File: src/rtl/gdc_pkg.sv
`timescale 1ns / 1ps
// gdc_pkg: shared constants, types and sequencer states of the grid ray caster.
// No dependencies; imported by the interfaces, the divider and the top level.
package gdc_pkg;

  // grid geometry
  localparam int MapSideDefault = 32;
  localparam int CellShift      = 6;
  localparam int WallLimit      = 127;
  localparam int StepLimit      = 8192;

  // field widths
  localparam int PosW   = 17;
  localparam int TrigW  = 18;
  localparam int CellW  = 8;
  localparam int DistW  = 31;
  localparam int EndW   = 19;
  localparam int RayW   = 20;
  localparam int ProdW  = 26;

  // divider widths; the divisor magnitude reaches 2^17 for a trig of -131072
  localparam int DivNumW = 36;
  localparam int DivMagW = 35;
  localparam int DivDenW = 18;
  localparam int DivShW  = DivDenW + DivMagW - 1;
  localparam int DivCntW = 6;
  localparam int DivWideIter  = 34;
  localparam int DivShortIter = 6;
  localparam int StepQW = DivShortIter + 1;

  localparam logic [DistW-1:0] NoHitDist = {DistW{1'b1}};

  // operation codes
  typedef enum logic {
    OP_WRITE = 1'b0,
    OP_CAST  = 1'b1
  } op_e;

  // face codes
  typedef enum logic [1:0] {
    FACE_EAST  = 2'd0,
    FACE_NORTH = 2'd1,
    FACE_WEST  = 2'd2,
    FACE_SOUTH = 2'd3
  } face_e;

  // sequencer states
  typedef enum logic [3:0] {
    S_CLEAR,
    S_IDLE,
    S_MUL_A,
    S_MUL_B,
    S_STEP_DIV,
    S_STEP_WAIT,
    S_READ,
    S_CHECK,
    S_DIST_WAIT,
    S_FINISH
  } state_e;

  // divider request
  typedef struct packed {
    logic start;
    logic wide;
  } div_req_t;

endpackage

File: src/rtl/gdc_div.sv
`timescale 1ns / 1ps
// gdc_div: shared restoring divider, one quotient bit per cycle, truncating sign.
// Depends on gdc_pkg; a short request gives 7 quotient bits, a wide one 35.
module gdc_div (
  input  logic                            clk_i,
  input  logic                            rst_ni,
  input  gdc_pkg::div_req_t               req_i,
  input  logic signed [gdc_pkg::DivNumW-1:0] dividend_i,
  input  logic signed [gdc_pkg::TrigW-1:0]   divisor_i,
  output logic                            done_o,
  output logic                            neg_o,
  output logic [gdc_pkg::DivMagW-1:0]     quotient_o
);
  import gdc_pkg::*;

  logic [DivMagW-1:0] rem_q, rem_d;
  logic [DivShW-1:0]  dsh_q, dsh_d;
  logic [DivMagW-1:0] quo_q, quo_d;
  logic [DivCntW-1:0] cnt_q, cnt_d;
  logic               busy_q, busy_d;
  logic               done_q, done_d;
  logic               neg_q, neg_d;

  logic [DivNumW-1:0] num_abs;
  logic [TrigW-1:0]   den_abs;
  logic [DivShW-1:0]  rem_ext;
  logic               ge;

  // operand magnitudes
  always_comb begin
    num_abs = dividend_i[DivNumW-1] ? DivNumW'(-dividend_i) : DivNumW'(dividend_i);
    den_abs = divisor_i[TrigW-1] ? TrigW'(-divisor_i) : TrigW'(divisor_i);
    rem_ext = DivShW'(rem_q);
    ge      = rem_ext >= dsh_q;
  end

  // iteration control
  always_comb begin
    rem_d  = rem_q;
    dsh_d  = dsh_q;
    quo_d  = quo_q;
    cnt_d  = cnt_q;
    busy_d = busy_q;
    neg_d  = neg_q;
    done_d = 1'b0;
    if (req_i.start) begin
      rem_d  = num_abs[DivMagW-1:0];
      quo_d  = '0;
      neg_d  = dividend_i[DivNumW-1] ^ divisor_i[TrigW-1];
      busy_d = 1'b1;
      if (req_i.wide) begin
        dsh_d = DivShW'(den_abs[DivDenW-1:0]) << DivWideIter;
        cnt_d = DivCntW'(DivWideIter);
      end else begin
        dsh_d = DivShW'(den_abs[DivDenW-1:0]) << DivShortIter;
        cnt_d = DivCntW'(DivShortIter);
      end
    end else if (busy_q) begin
      if (ge) begin
        rem_d = rem_q - dsh_q[DivMagW-1:0];
      end
      quo_d = {quo_q[DivMagW-2:0], ge};
      dsh_d = dsh_q >> 1;
      if (cnt_q == '0) begin
        busy_d = 1'b0;
        done_d = 1'b1;
      end else begin
        cnt_d = cnt_q - 1'b1;
      end
    end
  end

  // control registers
  always_ff @(posedge clk_i or negedge rst_ni) begin
    if (!rst_ni) begin
      busy_q <= 1'b0;
      done_q <= 1'b0;
    end else begin
      busy_q <= busy_d;
      done_q <= done_d;
    end
  end

  // datapath registers
  always_ff @(posedge clk_i) begin
    rem_q <= rem_d;
    dsh_q <= dsh_d;
    quo_q <= quo_d;
    cnt_q <= cnt_d;
    neg_q <= neg_d;
  end

  assign done_o     = done_q;
  assign neg_o      = neg_q;
  assign quotient_o = quo_q;

endmodule
File: config.mk
export PLATFORM = sky130hd
export DESIGN_NAME = gdc_div
export DESIGN_NICKNAME = d
export VERILOG_FILES = /design/src/rtl/gdc_pkg.sv /design/src/rtl/gdc_div.sv
export SDC_FILE = /design/constraint.sdc
export NUM_CORES = 1
export LEC_CHECK = 0
export BUFFER_PORTS_ARGS = -buffer_cell sky130_fd_sc_hd__buf_2
export CORE_ASPECT_RATIO = 0.7
export CORE_UTILIZATION = 56
export CTS_CLUSTER_SIZE = 25
export DETAILED_ROUTE_END_ITERATION = 10
export HOLD_SLACK_MARGIN = 0.15
export PLACE_DENSITY = 0.77
export SETUP_SLACK_MARGIN = 0.5
export SLEW_MARGIN = 20
export SYNTH_ARGS = -nofsm -noshare
export SYNTH_HDL_FRONTEND = slang
export SYNTH_SLANG_ARGS = --single-unit
File: constraint.sdc
create_clock -name clk_i -period 9.45 [get_ports clk_i]
set_input_delay 0.945 -clock clk_i [delete_from_list [all_inputs] [get_ports clk_i]]
set_output_delay 0.945 -clock clk_i [all_outputs]
set_load 0.02 [all_outputs]
# After elaboration in Yosys (flattened, before gate mapping)
# Index checks and enable logic that the tools add are counted.
# Widths: inputs -> output; s select.
[op_classes] n_bitwise=1 magnitude_cmp=1 reduce_logical=5 n_eq_ne=1 n_addsub=4 mux=18
[ops] operator="$mux 52" n=3
[ops] operator="$mux 35" n=4
[ops] operator="$ge 35x52->1" n=1
[ops] operator="$neg 35->35" n=1
[ops] operator="$sub 35x35->35" n=1
[ops] operator="$mux 6" n=4
[ops] operator="$mux 18" n=1
[ops] operator="$neg 18->18" n=1
[ops] operator="$logic_not 6->1" n=1
[ops] operator="$mux 1" n=6
[ops] operator="$sub 6x1->6 const B" n=1
[ops] operator="$reduce_and 2->1" n=2
[ops] operator="$reduce_bool 2->1" n=2
[ops] operator="$ne 2x2->1 const B" n=1
[ops] operator="$xor 1x1->1" n=1
[totals] register_bits=131 in_bits=58 out_inout_bits=37

# Logic depth before layout (Yosys ltp)
# Gate-level depths: netlist of the first run.
[logic_depth] depth_word=4 ltp_mapped=12 mapped_depth_nobuf=12

# Worst setup path after synthesis of the first run
# OpenSTA, ideal clock, no wires.
[synth_path] path_type="reg2reg" start="reg dsh_q[0]" end="reg rem_q[0], enable pin" t_arrival_ns=3.307 synth_period_minus_slack_ns=3.705 t_required_ns=9.052 n_path_buf=0 setup_slack_ns=5.745 stages_incl_launch_ff=12 cell_sequence="edfxtp_1 > ha_1 > fa_1 > nor2b_1 > o21ai_0 > a21boi_0 > o21ai_0 > a2111o_1 > nand3_1 > a41oi_1 > o221ai_1 > nand2b_1"
[synth_between] elab_chain_len=3
[synth_lines] item="start, declared" line="gdc_div.sv:17" rtl="logic [DivShW-1:0] dsh_q, dsh_d;"
[synth_lines] item="start signal, assigned" line="gdc_div.sv:87" rtl="dsh_q <= dsh_d;"
[synth_lines] item="$ge 35x52->1" line="gdc_div.sv:34" rtl="ge = rem_ext >= dsh_q;"
[synth_lines] item="$reduce_bool 2->1 (no source line)"
[synth_lines] item="$reduce_and 2->1 (no source line)"
[synth_lines] item="end signal, assigned" line="gdc_div.sv:86" rtl="rem_q <= rem_d;"
[synth_lines] item="end, declared" line="gdc_div.sv:16" rtl="logic [DivMagW-1:0] rem_q, rem_d;"
# No other way between the ends.
# A chain may end at the register's enable or synchronous reset.

# Final worst setup path of the first run
[layout_path] start="reg rem_q[0]" end="reg rem_q[15], enable pin"
[layout_between] elab_chain_len=3
[layout_lines] item="$ge 35x52->1" line="gdc_div.sv:34"
[layout_lines] item="$reduce_bool 2->1 (no source line)"
[layout_lines] item="$reduce_and 2->1 (no source line)"
# No other way between the ends.

==> run summary, run 1 <==
Entering global routing, the biggest net connects 93 pins. The number of enable-type register cells in the synthesized netlist is 94. The number of DRC violations after detailed-routing iteration 0 came out at 560. The biggest area contributor in the post-synthesis netlist is edfxtp_1. The number of global-route vias before repair came out at 6,053. For this run, the register share of the synthesized area comes to 44.39%. The detailed-router iteration count before antenna repair came out at 6.

The run finished with clean final reports. The internal power of the cells came out at 1.416 mW. The critical path data arrival time is 4.23 ns. The leakage power total came out at 3.963 nW. The mean instance size in the synthesized netlist came out at 9.549 um2. Of the cells placed in the final design, the portion with a size suffix greater than 1 is 14.87%. The critical path required time is 9.54 ns. Dividing the detail-routed wire length by the instance count gives 16.81 um. The floorplan die width came out at 145.3 um. The combinational fraction of design power is 35.6%. The netlist area before placement is 0.008050 mm2. The number of buffers inserted to repair setup after CTS came out at 0. After layout, the minimum clock period comes to 4.147 ns. In this run, flip-flops and latches consume 35.4% of the power. edfxtp_1 is the most common cell in the netlist. The maximum clock path buffer count came out at 2.

The worst setup path is launched from a flop. The depth of the CTS H-tree is 4. The worst-skew pair later-pin latency came out at 0.42 ns.

The post-synthesis net count came out at 941. The highest fanout seen on the critical path is 21. VDD sags by at most 0.0001460 V.

The area growth from synthesis to layout is 14.50%. The post-CTS clock slew at the launch and capture registers of the worst setup and hold paths is 0.07 ns. The clock net sink count came out at 131. The final hold slack is 0.2956 ns. Net switching is 36.26% of the power. At the end of the flow, the number of nets in the layout was 1,020.

The DRC violations left came out at 0. The number of setup violations in the final report came out at 0. The number of clock buffers added by TritonCTS is 17.

The total area of multi-input combinational cells is 0.004126 mm2. TritonCTS built the clock tree. The die is 102.3 um tall. The via count normalized by instance count came out at 5.890. The final number of hold-violating endpoints came to 0. Input and output buffers added on the ports amount to 94.

The max capacitance violation total is 0. After synthesis, the cell types taking the most area are edfxtp_1 (35%), dfxtp_1 (8.7%), ha_1 (6.1%). The global routing usage summed across all routing layers came out at 26.14%. Summing all placed instances gives a cell area of 0.008641 mm2. STA classifies the critical path endpoint as a flop. The clock arrives with 0.01397 ns of skew. The area share of the leading cell type in the synthesized netlist is 35.06%.

Counting distinct cell types in the post-synthesis netlist gives 61. By count the netlist is led by edfxtp_1 (94), nor2_1 (91), nand2_1 (76), inv_1 (57), xnor2_1 (51). The number of placement rows is 36. The first-pass GRT wire length is 30,460 um. The worst pin sits at a relative slew slack of 32.12%. The initial antenna violation count was 0. Setup repair after global routing left no endpoint under its margin.

The total overflow left after global routing is 0. In the final timing run, aggregate negative setup slack is 0 ns. Buffers inserted to repair hold after CTS numbered 0. The clock share of power is 29.0%.

The total core area is 0.01396 mm2. For this run, the leading register cell type out of synthesis is edfxtp_1. The half-perimeter wire length after placement is 13,340 um.

The overall die area came out at 0.01487 mm2. The cell at the root of the clock tree is clkbuf_16. The post-detailed-route count of antenna-violating nets is 0. The number of antenna diodes in the final layout is 0. The critical path is of the flop to flop type. Yosys printed 0 warnings. The power per cell area is 241.1 mW/mm2. The global placer's final weighted congestion is 0.9455. The summed area of non-filler cells in the final layout is 0.009218 mm2. The share of synthesized flip-flops with an asynchronous set or reset is 1.527%. The design draws 2.222 mW. The number of pins with negative max-slew slack in the final report is 0. The initial utilization of the core area, before any placement, comes to 57.65%. In this run the worst hold path is classified as input port to asynchronous set/reset pin.

The number of gates resized after CTS was 0. The total I/O pin count came out at 95. Synthesis handed over a netlist of 843 instances. For the pin with the worst max-slew slack, the measured transition is 1.017 ns.

For this run, the top clock speed supported by timing is 0.2411 GHz. The area of all sequential standard cells is 0.003575 mm2. The switching power summed over all nets is 0.8058 mW. The filler cells instantiated in the layout total 1,132.

The flip-flop and latch count after synthesis came out at 131. The number of vias after detailed routing is 6,626. The end-of-flow core utilization is 66.01%. Of the available clock period, the critical path in the final layout requires 43.89%. The total wirelength of the detailed-routed design is 18,910 um.
-- power groups by stage --
stage               Combinational, mW  Sequential, mW  Clock [mW]
floorplan                       0.602           0.776           0
global placement                0.757           0.794           0
detailed placement              0.765           0.797           0
CTS                             0.775           0.787       0.650
global route                    0.872           0.797       0.678
finish                          0.791           0.787       0.644
-- critical path: stages, from the launching register on --
cell and delay (ns):
edfxtp_1 0.33, inv_1 0.05, ha_1 0.23, fa_1 0.41, nor2b_1 0.12, o21ai_0 0.11
a21boi_0 0.27, o21ai_0 0.23, a2111o_1 0.46, nand3_1 0.13, a41oi_1 0.12, o221ai_1 0.26
nand2b_1 0.66, buf_4 0.43
-- cell usage in the layout, fill, tap and decap left out, types with 5 or more instances in the layout --
master	n
o21ai_1	5
nor2b_1	9
o21a_1	5
nor4_1	5
o31ai_1	17
ha_1	39
dfxtp_1	35
inv_6	6
or4_1	8
nand2_1	76
nor2_1	91
buf_2	93
clkbuf_16	17
o21ai_0	43
nand2b_1	6
inv_1	56
a21o_1	20
a21oi_1	49
xor2_1	29
a31oi_1	5
o22ai_1	23
edfxtp_1	94
o2bb2ai_1	13
nor3_1	12
nand3_1	10
or3_1	8
nand4_1	8
xnor2_1	51
mux2i_1	37
-- final timing paths --
check                                               to  cells after the start  slack (ns)                        start
setup / recovery                   rem_q[15]$_DFFE_PP_                     13        5.30           rem_q[0]$_DFFE_PP_
hold / removal                        busy_q$_DFF_PN0_                      1        0.30                       rst_ni
setup reg to reg                   rem_q[15]$_DFFE_PP_                     13        5.30           rem_q[0]$_DFFE_PP_
hold reg to reg            quotient_o[34]$_SDFFE_PP0P_                      2        0.50  quotient_o[34]$_SDFFE_PP0P_
max in group asynchronous             busy_q$_DFF_PN0_                      1        9.05                       rst_ni
min in group clk_i         quotient_o[34]$_SDFFE_PP0P_                      2        0.50  quotient_o[34]$_SDFFE_PP0P_
-- cells by family (layout without fill, tap and decap cells) --
group                      Yosys count  in the layout  synth area share, %
buffers and inverters               93            185                4.352
xor gates and xnor gates            80             80                8.704
DFF                                131            131                44.39
and+or+nand+nor                    249            249                14.36
muxes                               38             38                4.740
adders and majority gates           40             40                6.310
AOI/OAI and AO/OA                  212            212                17.14
-- flip-flops by register name, indices dropped and copies added (netlist names) --
signal	cells
neg_o	1
cnt_q	6
rem_q	35
busy_q	1
quotient_o	35
done_o	1
dsh_q	52
-- metrics by stage --
stage / setup WS (ns) / instances
2_1_floorplan: 5.745 / 843
3_3_place_gp: 5.515 / 1093
3_5_place_dp: 5.416 / 1093
4_1_cts: 5.370 / 1125
5_1_grt: 5.036 / 1125
6_report: 5.303 / 1125
-- layer usage --
| layer | GRT usage, % | up-vias | part of all wire [%] |
|---|---|---|---|
| met5 | 0 | - | 0 |
| met4 | 8.583 | 0 | 1.4 |
| met3 | 5.848 | 24 | 7.7 |
| met2 | 36.83 | 250 | 41 |
| met1 | 39.44 | 3145 | 50 |
| li1 | - | 3207 | - |
-- layout make-up --
type / count / area share [%]
multi-input cells: 619 / 44.77
flip-flops and latches: 131 / 38.78
repair buffers: 96 / 5.294
clock buffers: 18 / 4.764
well taps: 190 / 2.579
inverters: 57 / 2.335
clock inverters: 14 / 1.480
No activity file was read; power rests on OpenSTA's default activity.
==> run 2: changes to the inputs <==
- ABC_AREA: unset -> 1
- CORE_UTILIZATION: 56 -> 55
- PLACE_DENSITY: 0.77 -> 0.78
- clock period: 9.45 -> 3.75 ns (I/O delays scaled with it)
==> run 2 against run 1 <==
Global-route usage rose by 6.2 points; non-clock buffer count rose by 8; clock power rose to 2.6 times the previous value; synthesized area rose by 15%; sequential power rose by 140%; critical endpoint is now rem_q[5]$_DFFE_PP_.
==> run summary, run 2 <==
The critical path data arrival time came out at 2.99 ns. Dividing total power by cell area gives a power density of 535.3 mW/mm2. The max capacitance violation total came out at 0. The portion of the clock cycle consumed by the worst path in the final layout came out at 76.19%. The worst ir drop on vdd is 0.0003234 V.

The number of DRC violations after detailed-routing iteration 0 came out at 980. The library cell contributing the largest single delay on the critical path is fa_1. Sorting the synthesized cells by area gives the leading types as edfxtp_1 (30%), nand2_1 (14%), nor2_1 (8.5%). Leaving out fill and tap cells, the most frequent cell in the layout is nand2_1. The critical path required time is 3.88 ns. The detailed-router iteration count before antenna repair is 9.

The global-route track usage on met3 came out at 6.919%. The number of placed instances with taps included is 1,640. The total I/O pin count is 95.

For this run, the leading register cell type out of synthesis is edfxtp_1. Global routing used 45.46% of the available met2 tracks. The slew at the pin closest to its max-slew limit is 0.8485 ns.

The highest clock rate is 0.3500 GHz. TritonCTS built the clock tree. From synthesis to final layout, the design area changed by 13.82%. The highest fanout seen on the critical path came out at 25. The number of clock buffers added by TritonCTS is 17. met1 is the most crowded layer. The register ranked first by flip-flop count is dsh_q. The summed area of non-filler cells in the final layout is 0.01056 mm2. The worst setup path is of the flop to flop kind.

The flip-flop count of the largest register after layout came out at 52. The setup TNS after final layout is 0 ns. The area share of the leading cell type in the synthesized netlist came out at 30.42%. The total core area came out at 0.01640 mm2. The final number of hold-violating endpoints is 0. For the worst flop-to-flop path, the logic depth is 12. The non-filler instance count after layout is 1,674. The number of input and output port buffers inserted is 94. After synthesis, the most frequently instantiated cells are nand2_1 (357), nor2_1 (210), inv_1 (202), o21ai_0 (99), edfxtp_1 (94). In this run the critical register-to-register path is launched from dsh_q[0]$_SDFFCE_PP0P_. The part of the Yosys area used for sequential elements is 38.51%. The floorplan die width is 157.2 um. The number of buffers inserted to repair setup after CTS is 0. The path class of the tightest hold or removal check is input port to asynchronous set/reset pin. The initial antenna violation count came out at 0.

The number of pins with negative max-slew slack in the final report came to 0. The number of nets in the finished design is 1,533. The total wirelength of the detailed-routed design is 26,750 um. The overall die area is 0.01740 mm2. The post-synthesis net count is 1,444. The end-of-flow core utilization is 64.42%. The library cells used most frequently in the layout, excluding fill and tap cells, are nand2_1 (357), nor2_1 (210), inv_1 (201). The worst-skew pair later-pin latency came out at 0.43 ns. The share of synthesized flip-flops with an asynchronous set or reset came out at 1.527%. The flip-flop and latch count after synthesis is 131.

The top cell type by total area after synthesis is edfxtp_1. The number of setup violations in the final report is 0. The number of placement rows came out at 39. The routing usage on met1 came out at 50.11%. The global routing usage summed across all routing layers is 32.34%. In the synthesized netlist, the number of instances is 1,346.

The post-cts gate resize count is 0. The post-detailed-route wirelength per cell is 15.98 um. The number of global-route vias before repair came to 8,158. The number of buffers inserted by hold repair at cts is 1. The number of vias after detailed routing came out at 9,069. The largest net degree at the start of global routing is 55. STA classifies the critical path startpoint as a flop. The starting utilization of the core area came out at 56.59%. The cell with the most instances on the worst path is nand2_1.

The first global-routing pass estimated 42,830 um of wire. The via count normalized by instance count came out at 5.418. STA classifies the critical path endpoint as a flop. The depth of the CTS H-tree came out at 4.

The worst setup skew after layout is 0.009782 ns. The analysis attributes to cell leakage a power of 5.094 nW. The Yosys step of the flow raised 0 warnings. Setup repair after global routing left no endpoint under its margin. Walking the worst path, the cells encountered are ha_1 > fa_1 > nor2_2 > nor2_1 > inv_1 > nand3_1 > nand3_2 > nand3_1 > nand2_1 > nand2_1 > nand2_1 > buf_12. Yosys instantiated no cell more often than nand2_1. Once detail routing completed, the nets flagged for antenna violations numbered 0. Of the cells placed in the final design, the portion with a size suffix greater than 1 is 11.46%. Broken down by cell family, the worst path's largest delay share belongs to simple AND/OR/NAND/NOR gates. The die height is 110.7 um. The synthesized netlist contains 45 unique library cells. The worst reg-to-reg setup slack came out at 0.89 ns. No sink is reached through more buffers than the 2 on the longest clock path. The worst relative slew slack is 42.84%. The global placer's final weighted congestion came out at 0.9893.

In this run the mean area of a mapped cell was 6.894 um2. The instance area at placement is 0.009957 mm2. The netlist area before placement came out at 0.009279 mm2. The delay contributed by the slowest stage of the critical path came out at 0.48 ns.

Summed over all layers, the global routing overflow is 0. The post-CTS clock slew at the launch and capture registers of the worst setup and hold paths is 0.06 ns. The worst register-to-register path ends at rem_q[5]$_DFFE_PP_. The number of enable-type register cells in the synthesized netlist came out at 94. The worst path in the final design needs a cycle of 2.857 ns, including I/O delays and setup. The tree built by TritonCTS fans out to 131 sinks. The DRC violations left is 0. The run finished with clean final reports. The cell at the root of the clock tree is clkbuf_16. The half-perimeter wire length after placement came out at 20,690 um. The count of buffer and inverter cells on the critical path came out at 2.
==> run 2: power by group <==
group	leakage (nW)	internal, mW	switching (mW)	total, mW
Clock	0.291	0.938	0.726	1.66
Sequential	1.34	1.83	0.0971	1.92
Combinational	3.46	0.658	1.41	2.07
==> run 2: kinds of logic (layout without fill, tap and decap cells) <==
group           count (synthesis)  count (layout)  share of synthesized area [%]
fa+ha+maj                      40              40                          5.475
flops                         131             131                          38.51
other cells                     0               1                              0
buf+inv                       240             342                          9.992
compound gates                206             206                          12.08
xor+xnor                       21              21                          1.982
simple gates                  708             708                          31.96
==> run 2: through the flow <==
stage                     hold slack (ns)  setup slack [ns]  power (mW)
final                              0.2883            0.8929       5.654
after global routing               0.2980            0.7573       5.986
after CTS                          0.2794            0.9058       5.606
after detailed placement           0.1639            0.9211       3.943
after global placement             0.1616            0.9891       3.909
after floorplan                   0.07941            0.9627       3.359
==> run 2: worst register-to-register path: stages (launching register included) <==
cell and delay (ns):
edfxtp_1 0.37, ha_1 0.22, fa_1 0.48, nor2_2 0.16, nor2_1 0.08, inv_1 0.08
nand3_1 0.10, nand3_2 0.13, nand3_1 0.09, nand2_1 0.12, nand2_1 0.05, nand2_1 0.41
buf_12 0.26
==> run 2: routing by layer <==
metal  wire [um]  part of all wire, %
met4         253                 0.95
met3        2530                  9.5
met5           0                    0
met2       11150                   42
met1       12820                   48
==> run 2: how the worst max path moves through the flow <==
| stage | start | to | slack, ns | cells past startpoint |
|---|---|---|---|---|
| floorplan | dsh_q[0]$_SDFFCE_PP0P_ | rem_q[0]$_DFFE_PP_ | 0.96 | 11 |
| global placement | rem_q[0]$_DFFE_PP_ | rem_q[0]$_DFFE_PP_ | 0.99 | 13 |
| detailed placement | dsh_q[0]$_SDFFCE_PP0P_ | rem_q[0]$_DFFE_PP_ | 0.92 | 12 |
| CTS | dsh_q[0]$_SDFFCE_PP0P_ | rem_q[14]$_DFFE_PP_ | 0.91 | 12 |
| global route | dsh_q[0]$_SDFFCE_PP0P_ | rem_q[0]$_DFFE_PP_ | 0.76 | 12 |
| finish | dsh_q[0]$_SDFFCE_PP0P_ | rem_q[5]$_DFFE_PP_ | 0.89 | 12 |
==> run 2: layout make-up <==
cell class | instances | area, um2
fillers | 1494 | 5834
multi-input cells | 975 | 4778
flip-flops and latches | 131 | 3573
inverters | 206 | 773.2
repair buffers | 104 | 560.5
clock buffers | 19 | 464.2
well taps | 225 | 281.5
clock inverters | 13 | 127.6
diodes | 1 | 2.502
==> run 3: changes to the inputs <==
- CORE_UTILIZATION: 55 -> 56
- PLACE_DENSITY: 0.78 -> 0.76
- clock period: 3.75 -> 2.7 ns (I/O delays scaled with it)
==> run 3 against run 2 <==
Via count up 5.0%; cell area up 8.9%; critical endpoint is now rem_q[1]$_DFFE_PP_; clock skew down 0.0018 ns; routed wire length up 8.3%; largest cell class unchanged; non-clock buffer count up 19.
==> run summary, run 3 (same netlist as run 2, synthesis figures left out) <==
The run finished with clean final reports. The overall die area is 0.01710 mm2. The clock net sink count came out at 131. The number of placement rows came out at 38. The post-detailed-route wirelength per cell is 17.10 um. The critical path data arrival time is 2.41 ns. The largest net degree at the start of global routing came out at 82. The first detailed-routing pass ran for 8 iterations. The met2 demand-to-capacity share in global routing came out at 48.41%. The final number of hold-violating endpoints is 0. In this run the count of I/O pins placed on the die edge is 95. The routing usage on met1 came out at 48.05%. The die height came out at 109.7 um. The cell at the root of the clock tree is clkbuf_16.

Cells with a size suffix above 1 make up 19.89% of the layout. Derived from the worst setup path, the maximum achievable clock frequency is 0.4416 GHz. The layout overhead on the synthesized area is 23.92%. The final period demand of the worst path is 2.265 ns. The post-CTS clock slew at the launch and capture registers of the worst setup and hold paths came out at 0.07 ns. The worst-case IR drop observed on VDD is 0.0005045 V. The DRC violations left came out at 0.

The number of buffers created by CTS came out at 17. The tightest min-delay check is of the input port to asynchronous set/reset pin type. The depth of the CTS H-tree came out at 4. The setup TNS after final layout is 0 ns. The summed area of non-filler cells in the final layout came out at 0.01150 mm2.

The first-pass GRT wire length is 43,040 um. The final worst setup slack came out at 0.4353 ns. Traced cell by cell, the critical path runs through ha_4 > nand2_2 > nor2_4 > inv_1 > nor2_2 > nand3_2 > nand3_2 > nand3_2 > nand2_4 > nand2_8 > nand2_8. The delay contributed by the slowest stage of the critical path is 0.44 ns.

The leading cell type in the layout, fill and taps excluded is nand2_1. Max-cap violations in this run came to 0. Setup repair after global routing could not meet its margin everywhere. The number of DRC violations after detailed-routing iteration 0 is 979.

The half-perimeter wire length after placement is 20,450 um. The slowest stage of the critical path is the edfxtp_1 cell. Summed over all layers, the routed wires come to 28,970 um.

The number of global-route vias before repair is 8,354. The initial utilization of the core area, before any placement, comes to 58.61%. The worst setup skew after layout came out at 0.007983 ns. By startpoint and endpoint, the worst setup path is classified as flop to flop. The global-route track usage on met3 came out at 9.736%. The floorplan step set the die width to 155.9 um. The instance area at placement came out at 0.01001 mm2. The initial antenna violation count is 1.

Grouping stages by cell kind, the critical path spends the most delay in simple AND/OR/NAND/NOR gates. Along the worst path, the maximum fanout reaches 8. The critical path required time is 2.85 ns.

The cell with the most instances on the worst path is nand3_2. The count of buffer and inverter cells on the critical path came out at 1. The residual overflow from global routing came out at 0. The beginning of the critical path is rem_q[16]$_DFFE_PP_. STA classifies the critical path endpoint as a flop.

The area of all sequential standard cells came out at 0.003573 mm2. The via count normalized by instance count came out at 5.619. The filler cell count is 1,314. The number of input and output port buffers inserted is 94.

The total area of multi-input combinational cells is 0.005532 mm2. The number of pins with negative max-slew slack in the final report came out at 0. OpenSTA, run right after detailed placement, puts the worst setup slack at 0.2639 ns.

The power per cell area came out at 753.5 mW/mm2. Power comes to 8.664 mW. The number of nets in the finished design is 1,558. The flip-flop count of the largest register after layout came out at 52. Leaving out fill and tap cells, the most frequent cells in the layout are nand2_1 (334), nor2_1 (195), inv_1 (190). Measured against its own limit, the worst slew margin works out to 38.36%. More flip-flops sit in one register than any other, and that register is dsh_q. The global routing usage summed across all routing layers came out at 33.42%.

The congestion estimate from routability-driven global placement came to 1.052. No sink is reached through more buffers than the 2 on the longest clock path. The total core area is 0.01583 mm2. The number of vias after detailed routing came out at 9,518. The startpoint type of the worst setup path is a flop.

The most used routing layer in global routing is met2. Of the available clock period, the critical path in the final layout requires 83.88%. TritonCTS built the clock tree. Once detail routing completed, the nets flagged for antenna violations numbered 0.

The worst-skew pair later-pin latency came out at 0.44 ns. The number of setup violations in the final report came out at 0. The launch instance of the worst register-to-register path is rem_q[16]$_DFFE_PP_. Measured on the finished design, the core utilization comes to 72.63%. The leakage power total came out at 5.293 nW. The slew at the pin closest to its max-slew limit is 0.9149 ns.
-- run 3: cell count changes in the layout (fill, tap and decap cells not counted), moves of 10 or more --
cell and delta:
ha_1 -34, ha_4 +32, nand2_1 -23, nand2_2 +20, buf_4 +17, nor2_1 -15
inv_1 -11, inv_2 +11, a21oi_1 -10
-- run 3: what timing repair did --
item | in CTS | in global routing
gates cloned | 5 | 1
pin swaps | 11 | 29
endpoints found under the hold margin | 2 | 0
setup buffers | 5 | 12
endpoints found under the setup margin | 46 | 60
resized for setup | 23 | 99
hold buffers | 1 | 0
-- run 3: per-layer routing --
metal / vias up / wire length [um]
met1: 4344 / 12600
met2: 531 / 12190
met5: - / 0
met4: 0 / 668
li1: 4595 / -
met3: 48 / 3502
-- run 3: path summary, 6_finish.rpt --
check                                              to  slack [ns]  cells past startpoint
setup reg to reg                   rem_q[1]$_DFFE_PP_        0.44                     11
setup / recovery                   rem_q[1]$_DFFE_PP_        0.44                     11
hold / removal                       busy_q$_DFF_PN0_        0.16                      2
max in group asynchronous            done_o$_DFF_PN0_        2.44                      2
hold reg to reg            quotient_o[9]$_SDFFE_PP0P_        0.49                      2
min in group clk_i                dsh_q[50]$_DFFE_PP_        0.23                      3
-- run 3: where the power goes --
| group | leakage, nW | switching, mW | internal (mW) | total [mW] |
|---|---|---|---|---|
| registers | 1.34 | 0.188 | 2.54 | 2.73 |
| clock network | 0.304 | 1.06 | 1.35 | 2.41 |
| logic | 3.65 | 2.22 | 1.30 | 3.52 |
| total | 5.29 | 3.48 | 5.19 | 8.66 |
-- run 3: layout make-up --
type | count | share of cell area [%]
diodes | 1 | 0.02176
multi-input cells | 981 | 48.11
clock buffers | 19 | 4.135
repair buffers | 123 | 6.333
flip-flops and latches | 131 | 31.08
clock inverters | 13 | 1.208
well taps | 220 | 2.394
inverters | 206 | 6.725
-- run 3: per-stage QoR --
| stage | hold WS, ns | instances |
|---|---|---|
| 5_1_grt | 0.1759 | 1694 |
| 6_report | 0.1644 | 1694 |
| 3_3_place_gp | 0.05654 | 1637 |
| 4_1_cts | 0.1623 | 1680 |
| 3_5_place_dp | 0.06139 | 1637 |
| 2_1_floorplan | -0.02559 | 1346 |
